### src/sv/cpc_pkg.sv
`default_nettype none
// ----------------------------------------------------------------------------
// cpc_pkg: shared types and constants of the convex polygon clipper
// vertex format, datapath command and status words, arithmetic widths
// ----------------------------------------------------------------------------
package cpc_pkg;

  localparam int MAX_VERTS = 8;
  localparam int IDX_W     = $clog2(MAX_VERTS);
  localparam int CNT_W     = $clog2(MAX_VERTS + 1);

  localparam int COORD_W   = 32;
  localparam int DIF_W     = COORD_W + 1;
  localparam int PRD_W     = 2 * DIF_W;
  localparam int CRS_W     = PRD_W + 1;
  localparam int DEN_W     = CRS_W + 1;
  localparam int NUM_W     = CRS_W + DIF_W;
  localparam int DIV_W     = NUM_W + 1;
  localparam int QUO_W     = DIF_W + 1;
  localparam int SUM_W     = QUO_W + 2;
  localparam int ITER_W    = $clog2(QUO_W + 1);

  typedef logic signed [COORD_W-1:0] coord_t;

  typedef struct packed {
    coord_t y;
    coord_t x;
  } vtx_t;

  typedef enum logic [3:0] {
    OP_NONE,
    OP_WSUB,
    OP_WCLP,
    OP_COPY,
    OP_EINIT,
    OP_ENEXT,
    OP_MUL,
    OP_CROSS,
    OP_SETP,
    OP_ISECT,
    OP_PUSHI,
    OP_PUSHC,
    OP_SWAP,
    OP_EMIT
  } dp_op_t;

  typedef struct packed {
    dp_op_t           op;
    logic [IDX_W-1:0] idx;
    logic             axis;
    logic             last;
    logic             empty;
    logic             ovf;
  } dp_cmd_t;

  typedef struct packed {
    logic cc_pos;
    logic md_done;
    logic out_busy;
  } dp_sts_t;

endpackage
`default_nettype wire

### src/sv/cpc_ctrl.sv
`default_nettype none
// ----------------------------------------------------------------------------
// cpc_ctrl: clipper sequencer
// vertex counts, stage and vertex walk, datapath command generation
// ----------------------------------------------------------------------------
module cpc_ctrl (
  input  logic             clk,
  input  logic             rst_n,
  input  logic             in_tvalid,
  output logic             in_tready,
  input  logic             in_mode,
  input  logic             in_last,
  input  cpc_pkg::dp_sts_t sts_i,
  output cpc_pkg::dp_cmd_t cmd_o
);
  import cpc_pkg::*;

  typedef enum logic [4:0] {
    ST_IDLE, ST_COPY, ST_EDGE0, ST_EDGE, ST_PMUL, ST_PCRS, ST_PSET,
    ST_VMUL, ST_VCRS, ST_DECIDE, ST_ISX, ST_WX, ST_ISY, ST_WY,
    ST_PUSHI, ST_PUSHC, ST_NEXT, ST_ENDST, ST_EMIT, ST_EMPTY
  } state_t;

  state_t           state_r;
  logic [CNT_W-1:0] sub_cnt_r, clp_cnt_r, n_r, d_r, k_r, st_r;
  logic             sub_closed_r, clp_closed_r, pin_r, ovf_r;

  logic [CNT_W-1:0] sub_eff, clp_eff, clp_last, n_last;
  logic             accept;

  assign in_tready = (state_r == ST_IDLE);
  assign accept    = in_tvalid && in_tready;
  assign sub_eff   = sub_closed_r ? '0 : sub_cnt_r;
  assign clp_eff   = clp_closed_r ? '0 : clp_cnt_r;
  assign clp_last  = clp_cnt_r - 1'b1;
  assign n_last    = n_r - 1'b1;

  always_comb begin
    cmd_o = '{op: OP_NONE, idx: '0, axis: 1'b0, last: 1'b0, empty: 1'b0, ovf: ovf_r};
    unique case (state_r)
      ST_IDLE: begin
        if (in_tvalid) begin
          if (in_mode) begin
            if (clp_eff < CNT_W'(MAX_VERTS)) begin
              cmd_o.op  = OP_WCLP;
              cmd_o.idx = clp_eff[IDX_W-1:0];
            end
          end else if (sub_eff < CNT_W'(MAX_VERTS)) begin
            cmd_o.op  = OP_WSUB;
            cmd_o.idx = sub_eff[IDX_W-1:0];
          end
        end
      end
      ST_COPY: begin
        cmd_o.op  = OP_COPY;
        cmd_o.idx = k_r[IDX_W-1:0];
      end
      ST_EDGE0: begin
        cmd_o.op  = OP_EINIT;
        cmd_o.idx = clp_last[IDX_W-1:0];
      end
      ST_EDGE: begin
        cmd_o.op  = OP_ENEXT;
        cmd_o.idx = st_r[IDX_W-1:0];
      end
      ST_PMUL: begin
        cmd_o.op  = OP_MUL;
        cmd_o.idx = n_last[IDX_W-1:0];
      end
      ST_VMUL: begin
        cmd_o.op  = OP_MUL;
        cmd_o.idx = k_r[IDX_W-1:0];
      end
      ST_PCRS, ST_VCRS: cmd_o.op = OP_CROSS;
      ST_PSET, ST_NEXT: cmd_o.op = OP_SETP;
      ST_ISX: cmd_o.op = OP_ISECT;
      ST_ISY: begin
        cmd_o.op   = OP_ISECT;
        cmd_o.axis = 1'b1;
      end
      ST_PUSHI: begin
        if (d_r < CNT_W'(MAX_VERTS)) begin
          cmd_o.op  = OP_PUSHI;
          cmd_o.idx = d_r[IDX_W-1:0];
        end
      end
      ST_PUSHC: begin
        if (d_r < CNT_W'(MAX_VERTS)) begin
          cmd_o.op  = OP_PUSHC;
          cmd_o.idx = d_r[IDX_W-1:0];
        end
      end
      ST_ENDST: cmd_o.op = OP_SWAP;
      ST_EMIT: begin
        if (!sts_i.out_busy) begin
          cmd_o.op   = OP_EMIT;
          cmd_o.idx  = k_r[IDX_W-1:0];
          cmd_o.last = (k_r == n_last);
        end
      end
      ST_EMPTY: begin
        if (!sts_i.out_busy) begin
          cmd_o.op    = OP_EMIT;
          cmd_o.last  = 1'b1;
          cmd_o.empty = 1'b1;
        end
      end
      default: ;
    endcase
  end

  always_ff @(posedge clk) begin
    if (!rst_n) begin
      state_r      <= ST_IDLE;
      sub_cnt_r    <= '0;
      clp_cnt_r    <= '0;
      sub_closed_r <= 1'b0;
      clp_closed_r <= 1'b0;
      n_r          <= '0;
      d_r          <= '0;
      k_r          <= '0;
      st_r         <= '0;
      pin_r        <= 1'b0;
      ovf_r        <= 1'b0;
    end else begin
      unique case (state_r)
        ST_IDLE: begin
          if (accept) begin
            if (!in_mode) begin
              sub_cnt_r    <= (sub_eff < CNT_W'(MAX_VERTS)) ? sub_eff + 1'b1 : sub_eff;
              sub_closed_r <= in_last;
            end else begin
              clp_cnt_r    <= (clp_eff < CNT_W'(MAX_VERTS)) ? clp_eff + 1'b1 : clp_eff;
              clp_closed_r <= in_last;
              if (in_last) begin
                sub_closed_r <= 1'b1;
                n_r          <= sub_cnt_r;
                ovf_r        <= 1'b0;
                k_r          <= '0;
                st_r         <= '0;
                state_r      <= (sub_cnt_r == '0) ? ST_EMPTY : ST_COPY;
              end
            end
          end
        end
        ST_COPY: begin
          if (k_r == n_last) begin
            state_r <= ST_EDGE0;
          end else begin
            k_r <= k_r + 1'b1;
          end
        end
        ST_EDGE0: state_r <= ST_EDGE;
        ST_EDGE: begin
          d_r     <= '0;
          state_r <= ST_PMUL;
        end
        ST_PMUL: state_r <= ST_PCRS;
        ST_PCRS: state_r <= ST_PSET;
        ST_PSET: begin
          pin_r   <= sts_i.cc_pos;
          k_r     <= '0;
          state_r <= ST_VMUL;
        end
        ST_VMUL: state_r <= ST_VCRS;
        ST_VCRS: state_r <= ST_DECIDE;
        ST_DECIDE: begin
          priority if (sts_i.cc_pos != pin_r) begin
            state_r <= ST_ISX;
          end else if (sts_i.cc_pos) begin
            state_r <= ST_PUSHC;
          end else begin
            state_r <= ST_NEXT;
          end
        end
        ST_ISX: state_r <= ST_WX;
        ST_WX: begin
          if (sts_i.md_done) begin
            state_r <= ST_ISY;
          end
        end
        ST_ISY: state_r <= ST_WY;
        ST_WY: begin
          if (sts_i.md_done) begin
            state_r <= ST_PUSHI;
          end
        end
        ST_PUSHI: begin
          if (d_r < CNT_W'(MAX_VERTS)) begin
            d_r <= d_r + 1'b1;
          end else begin
            ovf_r <= 1'b1;
          end
          state_r <= sts_i.cc_pos ? ST_PUSHC : ST_NEXT;
        end
        ST_PUSHC: begin
          if (d_r < CNT_W'(MAX_VERTS)) begin
            d_r <= d_r + 1'b1;
          end else begin
            ovf_r <= 1'b1;
          end
          state_r <= ST_NEXT;
        end
        ST_NEXT: begin
          pin_r <= sts_i.cc_pos;
          if (k_r == n_last) begin
            state_r <= ST_ENDST;
          end else begin
            k_r     <= k_r + 1'b1;
            state_r <= ST_VMUL;
          end
        end
        ST_ENDST: begin
          n_r <= d_r;
          k_r <= '0;
          priority if (d_r == '0) begin
            state_r <= ST_EMPTY;
          end else if (st_r == clp_last) begin
            state_r <= ST_EMIT;
          end else begin
            st_r    <= st_r + 1'b1;
            state_r <= ST_EDGE;
          end
        end
        ST_EMIT: begin
          if (!sts_i.out_busy) begin
            if (k_r == n_last) begin
              state_r <= ST_IDLE;
            end else begin
              k_r <= k_r + 1'b1;
            end
          end
        end
        ST_EMPTY: begin
          if (!sts_i.out_busy) begin
            state_r <= ST_IDLE;
          end
        end
        default: state_r <= ST_IDLE;
      endcase
    end
  end

endmodule
`default_nettype wire

### config.mk
export PLATFORM = sky130hd
export DESIGN_NAME = cpc_ctrl
export DESIGN_NICKNAME = d
export VERILOG_FILES = /design/src/sv/cpc_pkg.sv /design/src/sv/cpc_ctrl.sv
export SDC_FILE = /design/constraint.sdc
export NUM_CORES = 1
export LEC_CHECK = 0
export ABC_CLOCK_PERIOD_IN_PS = 2800
export BUFFER_PORTS_ARGS = -buffer_cell sky130_fd_sc_hd__buf_2
export CAP_MARGIN = 20
export CORE_ASPECT_RATIO = 0.7
export CORE_MARGIN = 2
export CORE_UTILIZATION = 61
export CTS_CLUSTER_DIAMETER = 60
export DETAILED_ROUTE_END_ITERATION = 7
export MAX_ROUTING_LAYER = met4
export PLACE_DENSITY = 0.81
export SYNTH_ARGS = -nofsm -noshare
export SYNTH_HDL_FRONTEND = slang
export SYNTH_SLANG_ARGS = --single-unit
### constraint.sdc
create_clock -name clk -period 2.8 [get_ports clk]
set_input_delay 0.14 -clock clk [delete_from_list [all_inputs] [get_ports clk]]
set_output_delay 0.14 -clock clk [all_outputs]
set_load 0.01 [all_outputs]
# After elaboration in Yosys (flattened, before gate mapping)
# Cells that the tools add are included.
# word_totals
word_cells,140
input_bits,8
out_inout_bits,12
regBits,33
# op_classes
n_reduce_logical,25
n_eq_ne,36
bitwise_logic,1
addsub,7
n_lt_le_gt_ge,3
mux,57
# ops
op,n
case mux 5 bit (20 select lines),1
2-to-1 mux 5 bit,16
2-to-1 mux 4 bit,17
case mux 4 bit (13 select lines),1
"== test 5 x 4 -> 1 bit, second input constant",8
2-to-1 mux 7 bit,5
case mux 3 bit (8 select lines),1
case mux 4 bit (2 select lines),3
"adder 4 x 1 -> 4 bit, second input constant",5
"== test 5 x 3 -> 1 bit, second input constant",4
"== test 5 bit, second input constant",4
"inequality test 2 bit, second input constant",9
case mux 4 bit (4 select lines),1
OR reduction 2 bit,8
"< comparator 4 bit, second input constant",3
"== test 5 x 2 -> 1 bit, second input constant",2
"inequality test 2 x 1 -> 1 bit, second input constant",5
AND reduction 5 bit,2
2-to-1 mux 1 bit,9
AND reduction 3 bit,3
AND reduction 9 bit,1
== test 4 bit,2
zero test 4 bit,2
"subtractor 4 x 1 -> 4 bit, second input constant",2
12 further kinds,15

# Logic depth before layout (Yosys ltp)
# Gate-level depths: netlist of the first run.
# logic_depth
word_depth,6
depth_mapped,7
mapped_depth_nobuf,7

# Worst setup path before layout of the first run
# Ideal clock, no wire load.
# synth_timing
kind,register to register
from,register clp_cnt_r[0]
to,register state_r[4]
setup_slack_ns,0.925
period_less_slack_ns,1.875
required_time_ns,2.684
n_path_buf,0
setup_ns,0.116
arrival_ns,1.759
stages_incl_launch_ff,8
path_cell_list,dfxtp_1 > inv_1 > ha_1 > xnor2_1 > nor3_1 > a31oi_1 > or3b_2 > a41o_1
# synth_between
elab_chain_len,5
# synth_lines
element,line_no,rtl
from (decl),cpc_ctrl.sv:25,"logic [CNT_W-1:0] sub_cnt_r, clp_cnt_r, n_r, d_r, k_r, st_r;"
from (signal assigned),cpc_ctrl.sv:133,clp_cnt_r <= (clp_eff < CNT_W'(MAX_VERTS)) ? clp_eff + 1'b1 : clp_eff;
subtractor 4 x 1 -> 4 bit,cpc_ctrl.sv:35,assign clp_last = clp_cnt_r - 1'b1;
== test 4 bit,cpc_ctrl.sv:218,end else if (st_r == clp_last) begin
2-to-1 mux 5 bit,cpc_ctrl.sv:218,
2-to-1 mux 5 bit,cpc_ctrl.sv:216,priority if (d_r == '0) begin
case mux 5 bit (20 select lines),cpc_ctrl.sv:126,unique case (state_r)
to (signal assigned),cpc_ctrl.sv:141,state_r <= (sub_cnt_r == '0) ? ST_EMPTY : ST_COPY;
to (signal assigned),cpc_ctrl.sv:194,state_r <= sts_i.cc_pos ? ST_PUSHC : ST_NEXT;
to (decl),cpc_ctrl.sv:24,state_t state_r;
# Every way passes these cells.
# A chain may end at the register's enable or synchronous reset.

==> results of run 1 <==
## flip-flops by register name (all words and copies together), names as in the netlist
register      count
state_r           5
n_r               4
sub_cnt_r         4
st_r              4
pin_r             1
clp_closed_r      1
ovf_r             1
clp_cnt_r         4
d_r               4
sub_closed_r      1
k_r               4
## logic make-up after synthesis
group | after synthesis | share of synthesized area
xor+xnor | 14 | 0.0561
fa+ha+maj | 10 | 0.0464
compound gates | 103 | 0.265
simple gates | 148 | 0.309
buf+inv | 39 | 0.0635
mux | 4 | 0.0148
flops | 33 | 0.245
## worst min-delay path: stages
cell     delay [ns]
buf_2          0.12
a22oi_1        0.08
nor2_1         0.08
## metrics by stage
stage | instance area [sq um] | hold WS (ns) | std cells | power, W
4_1_cts | 2890 | 0.164 | 415 | 0.00229
2_1_floorplan | 2700 | 0.287 | 351 | 0.00163
3_3_place_gp | 2800 | 0.453 | 408 | 0.00191
5_1_grt | 2890 | 0.190 | 415 | 0.00248
3_5_place_dp | 2800 | 0.455 | 408 | 0.00192
6_report | 2890 | 0.175 | 415 | 0.00231
## final cells by class
class | count | area [sq um]
multi-input cells | 279 | 1870
fillers | 384 | 1420
clock buffers | 7 | 86.3
well taps | 55 | 68.8
flip-flops and latches | 33 | 661
repair buffers | 27 | 155
inverters | 14 | 52.6
## power by group through the flow
stage	Clock [W]	Combinational [W]	Sequential (W)
3_3_place_gp	0	0.00120	0.000704
6_report	0.000361	0.00124	0.000703
3_5_place_dp	0	0.00122	0.000708
4_1_cts	0.000372	0.00122	0.000698
5_1_grt	0.000393	0.00137	0.000719
2_1_floorplan	0	0.00102	0.000602
## cells in the final DEF, fill, tap and decap left out, types with 3 or more instances in the layout
master,instances
o21ai_0,18
a221oi_1,5
a22o_1,3
and3_1,9
or4_1,4
nor2b_1,9
a31oi_1,3
nand2b_1,10
nor4_1,3
nor2_1,26
a21boi_0,4
or3_1,3
ha_1,10
a21oi_1,23
buf_4,8
clkbuf_8,6
buf_2,19
nand3_1,12
nor3b_1,4
nand4_1,5
a211oi_1,3
nand2_1,28
nand3b_1,3
inv_1,13
a311oi_1,3
dfxtp_1,33
o22ai_1,8
and2_1,3
a22oi_1,4
mux2i_1,4
nor3_1,12
xor2_1,5
xnor2_1,7
## per-layer routing
metal | vias to the layer above | part of all wire | GRT usage
li1 | 1325 | - | -
met3 | 8 | 0.12 | 0.0836
met5 | - | 0 | -
met4 | 0 | 0.0097 | 0.0691
met2 | 154 | 0.40 | 0.406
met1 | 1279 | 0.47 | 0.456
## final timing paths
check	slack [ns]	endpoint	depth (start not counted)
min reg2reg	0.49	st_r[3]	1
max reg2reg	0.49	st_r[0]	5
max	0.26	cmd_o[6]	6
min	0.17	sub_closed_r	3
==> flow_summary.ini, run 1 <==
[die]
std_cell_rows = 20
initial_utilization = 0.627
die_w_um = 83.5
io_pins = 20
core-area_sq_mm = 0.00430
die_area_sq_mm = 0.00498
chipHeight_um = 59.6

[setup_path]
critical_path.reg2reg.startpoint = state_r[1]
setup.worst_path.start_class = flop
path_max_fanout = 25
crit_slowest_cell = dfxtp_1
timing.critical_path.max_delay_family = flip-flops
worstSetupPathType = reg2out
cp.required_ns = 2.66
critical_path.cell_chain = nand2b_1 > o22ai_1 > a22o_1 > a221oi_1 > nand3_1 > buf_2
cp_data_arrival_time_ns = 2.40
critical_path.n_buffers_inverters = 1
endpoint_kind = output port
timing.critical_path.from = state_r[1]
critical_path.max_stage_delay_ns = 0.82

[sta]
finalClockSkew_ns = 0.00565
worst_slew_pin_slew_ns = 0.774
setup_total_negative_slack_ns = 0
count_of_endpoints_failing_hold_in_the_final_timing_report = 0
final_max_slew_viol_count = 0
post-route-min-period_ns = 2.54
fmax_ghz = 0.394
final_min_period_over_clock_period = 0.907
max_slew_margin = 0.483
rsz_0062_raised_after_global_routing = false
finalSetupViolCount = 0
postLayoutSetupSlackWorst_ns = 0.261

[yosys]
synth-edff-count = 0
ys_async_sr_fraction = 0
netlist_top_cells_area = dfxtp_1 (24%), ha_1 (4.6%), a21oi_1 (4.3%)
synth_cells = 351
post-synth-top-count-cell = dfxtp_1
synth.top_cell.area_share = 0.245
synth.distinct_cells = 75
post_synth_instance_area_sq_mm = 0.00270
synth_commonest_cells = dfxtp_1 (33), nand2_1 (28), nor2_1 (26)
ys.warnings.count = 0
synth_top_flop_cell = dfxtp_1
post_synth.cell_area_avg_sq_um = 7.69
cell_taking_the_most_area_after_synthesis = dfxtp_1
yosys_register_bits = 33
syn_nets = 369
seq_area_frac_synth = 0.245

[min_path]
min-delay-start = in_last
timing.hold.worst.class = in2reg

[grt]
globalRoute.totalOverflow = 0
via_count_of_the_first_global_routing_pass = 2253
grt_antenna_before_repair = 0
gr-usage-all-layers = 0.306
grt_start_max_net_pins = 27
grt_pass1_wl_mm = 11.6

[clock_network]
cts_resized = 0
cts.repair_timing.setup_buffer_count = 0
cts_buffer_depth = 2
cts.sink_count = 33
number_of_buffers_inserted_for_hold_repair_after_clock_tree_synthesis = 0
cts.clk_slew.worst_paths_ns = 0.07
root_buffer = clkbuf_8
htree_num_levels = 2
cts_tree = done
tritoncts.num_buffers = 5
insertion_delay_ns = 0.28

[flow_run]
cap_violations = 0

[route]
detail_route.drc_violations = 0
via_count = 2766
drt_first_iter_violations = 429
drt_pass1_iterations = 5
vias_per_cell = 6.67
routed_wirelength_mm = 7.30
wire_per_inst_um = 17.6
antenna_violating_nets_post_route = 0

[power]
irDropWorstVdd_mv = 0.513
pwr-share-seq = 0.305
power.switching_fraction = 0.450
p_int_w = 0.00127
switching_power_w = 0.00104
total_leakage_power_nw = 1.12
pwr_dens_mw_per_mm2 = 798
combinationalPowerShare = 0.538
clockPowerShare = 0.157

[cells_and_area]
area_delta_synth_final_pct = 7.10
fin_util = 0.671
antenna_cells = 0
final_nets = 378
drive_gt1_frac = 0.131

[place]
place.detailed.hpwl_mm = 5.48
port-buffer-count = 19
gp_congestion = 1.06
dpl_worst_slack_ns = 0.543

[outcome]
status = completed
No activity file was read; power rests on OpenSTA's default activity.
==> run 2: changes to the inputs <==
--- a/config.mk
+++ b/config.mk
@@ -5,12 +5,13 @@
 export SDC_FILE = /design/constraint.sdc
 export NUM_CORES = 1
 export LEC_CHECK = 0
+export ABC_AREA = 0
 export ABC_CLOCK_PERIOD_IN_PS = 2800
 export BUFFER_PORTS_ARGS = -buffer_cell sky130_fd_sc_hd__buf_2
-export CAP_MARGIN = 20
 export CORE_ASPECT_RATIO = 0.7
 export CORE_MARGIN = 2
 export CORE_UTILIZATION = 61
+export CTS_BUF_LIST = sky130_fd_sc_hd__clkbuf_4
 export CTS_CLUSTER_DIAMETER = 60
 export DETAILED_ROUTE_END_ITERATION = 7
 export MAX_ROUTING_LAYER = met4
==> flow_summary.ini, run 2 (synthesized netlist as in run 1, its figures left out) <==
[clock_network]
tritoncts.num_buffers = 5
number_of_buffers_inserted_for_hold_repair_after_clock_tree_synthesis = 0
htree_num_levels = 2
root_buffer = clkbuf_4
cts_resized = 0
cts.clk_slew.worst_paths_ns = 0.10
insertion_delay_ns = 0.33
cts.repair_timing.setup_buffer_count = 0
cts.sink_count = 33
cts_buffer_depth = 2
cts_tree = done

[cells_and_area]
mostFrequentLayoutCell = dfxtp_1
final_nets = 378
antenna_cells = 0
design_area_sq_mm = 0.00285
combined_area_of_the_multi_input_logic_cells_sq_mm = 0.00187
largest_register_ff_count = 5
largest_register = state_r
regArea_sq_um = 661
area_delta_synth_final_pct = 5.70
layout.cells.most_common_list = dfxtp_1 (33), nand2_1 (28), nor2_1 (26), a21oi_1 (23), buf_2 (19)
final.fill_count = 388
drive_gt1_frac = 0.131

[setup_path]
critical_path.cell_chain = nand2b_1 > o22ai_1 > a22o_1 > a221oi_1 > nand3_1 > buf_2
timing.critical_path.max_delay_family = flip-flops
setup.worst_path.start_class = flop
cp_data_arrival_time_ns = 2.46
endpoint_kind = output port
cp.required_ns = 2.66
timing.critical_path.depth = 6
path_max_fanout = 25
critical_path.max_stage_delay_ns = 0.83
worstSetupPathType = reg2out
critical_path.n_buffers_inverters = 1
worst_r2r_path_depth = 5
crit_slowest_cell = dfxtp_1

[power]
pwr_dens_mw_per_mm2 = 772
switching_power_w = 0.00103
p_int_w = 0.00117
power.switching_fraction = 0.467
irDropWorstVdd_mv = 0.510
combinationalPowerShare = 0.565
total_leakage_power_nw = 1.10
fin_total_pwr_w = 0.00220
clockPowerShare = 0.116
pwr-share-seq = 0.319

[sta]
rsz_0062_raised_after_global_routing = false
final_max_slew_viol_count = 0
count_of_endpoints_failing_hold_in_the_final_timing_report = 0
post-route-min-period_ns = 2.60
final_min_period_over_clock_period = 0.930
worst_slew_pin_slew_ns = 0.772
max_slew_margin = 0.484
finalClockSkew_ns = 0.00988
final.hold.worst_slack_ns = 0.114
finalSetupViolCount = 0
fmax_ghz = 0.384
setup_total_negative_slack_ns = 0

[route]
wire_per_inst_um = 17.6
drt_pass1_iterations = 6
routed_wirelength_mm = 7.31
detail_route.drc_violations = 0
vias_per_cell = 6.67
drt_first_iter_violations = 456
antenna_violating_nets_post_route = 0
via_count = 2769

[die]
die_w_um = 83.5
io_pins = 20
chipHeight_um = 59.6
core-area_sq_mm = 0.00430
initial_utilization = 0.627
die_area_sq_mm = 0.00498
std_cell_rows = 20

[grt]
global_route.usage.met2 = 0.404
grt_antenna_before_repair = 0
grt_pass1_wl_mm = 11.6
gr-usage-all-layers = 0.306
globalRoute.totalOverflow = 0
globalRoute.busiestLayer = met1
grt_start_max_net_pins = 27
via_count_of_the_first_global_routing_pass = 2249
grtUsageMet1 = 0.457
globalRouteMet3Util = 0.0877

[min_path]
hold_critical_path_depth = 3
timing.hold.worst.class = in2reg

[place]
placement.cell_area_sq_mm = 0.00280
gp_congestion = 1.06
port-buffer-count = 19
place.detailed.hpwl_mm = 5.48

[flow_run]
cap_violations = 0

[outcome]
status = completed
==> run 2: worst paths after layout <==
check / start / endpoint / slack (ns)
min reg2reg: st_r[3] / st_r[3] / 0.49
max reg2reg: state_r[1] / st_r[0] / 0.48
max: state_r[1] / cmd_o[6] / 0.20
min: in_last / sub_closed_r / 0.11
==> run 2: tightest hold or removal path, stage by stage <==
cell and delay (ns):
buf_2 0.11, a22oi_1 0.08, nor2_1 0.08
==> run 2: final cells by class <==
class / count / area share
inverters: 14 / 0.0184
multi-input cells: 279 / 0.654
well taps: 55 / 0.0241
repair buffers: 27 / 0.0544
clock buffers: 6 / 0.0158
flip-flops and latches: 33 / 0.232
clock inverters: 1 / 0.00132
==> run 2: power groups by stage <==
stage          sequential, W  combinational, W  clock [W]
2_1_floorplan       0.000602           0.00102          0
3_3_place_gp        0.000704           0.00120          0
3_5_place_dp        0.000708           0.00122          0
4_1_cts             0.000697           0.00122   0.000265
5_1_grt             0.000719           0.00137   0.000284
6_report            0.000702           0.00124   0.000256
==> run 2: layer usage <==
metal,wire length [um],vias up
met2,2950,156
met1,3430,1280
li1,-,1327
met4,39,0
met5,0,-
met3,898,6
==> run 2: through the flow <==
| stage | worst slack, ns | utilization | instances |
|---|---|---|---|
| finish | 0.195 | 0.663 | 415 |
| global route | 0.0415 | 0.663 | 415 |
| CTS | 0.218 | 0.663 | 415 |
| detailed placement | 0.543 | 0.651 | 408 |
| global placement | 0.574 | 0.651 | 408 |
| floorplan | 0.925 | - | 351 |
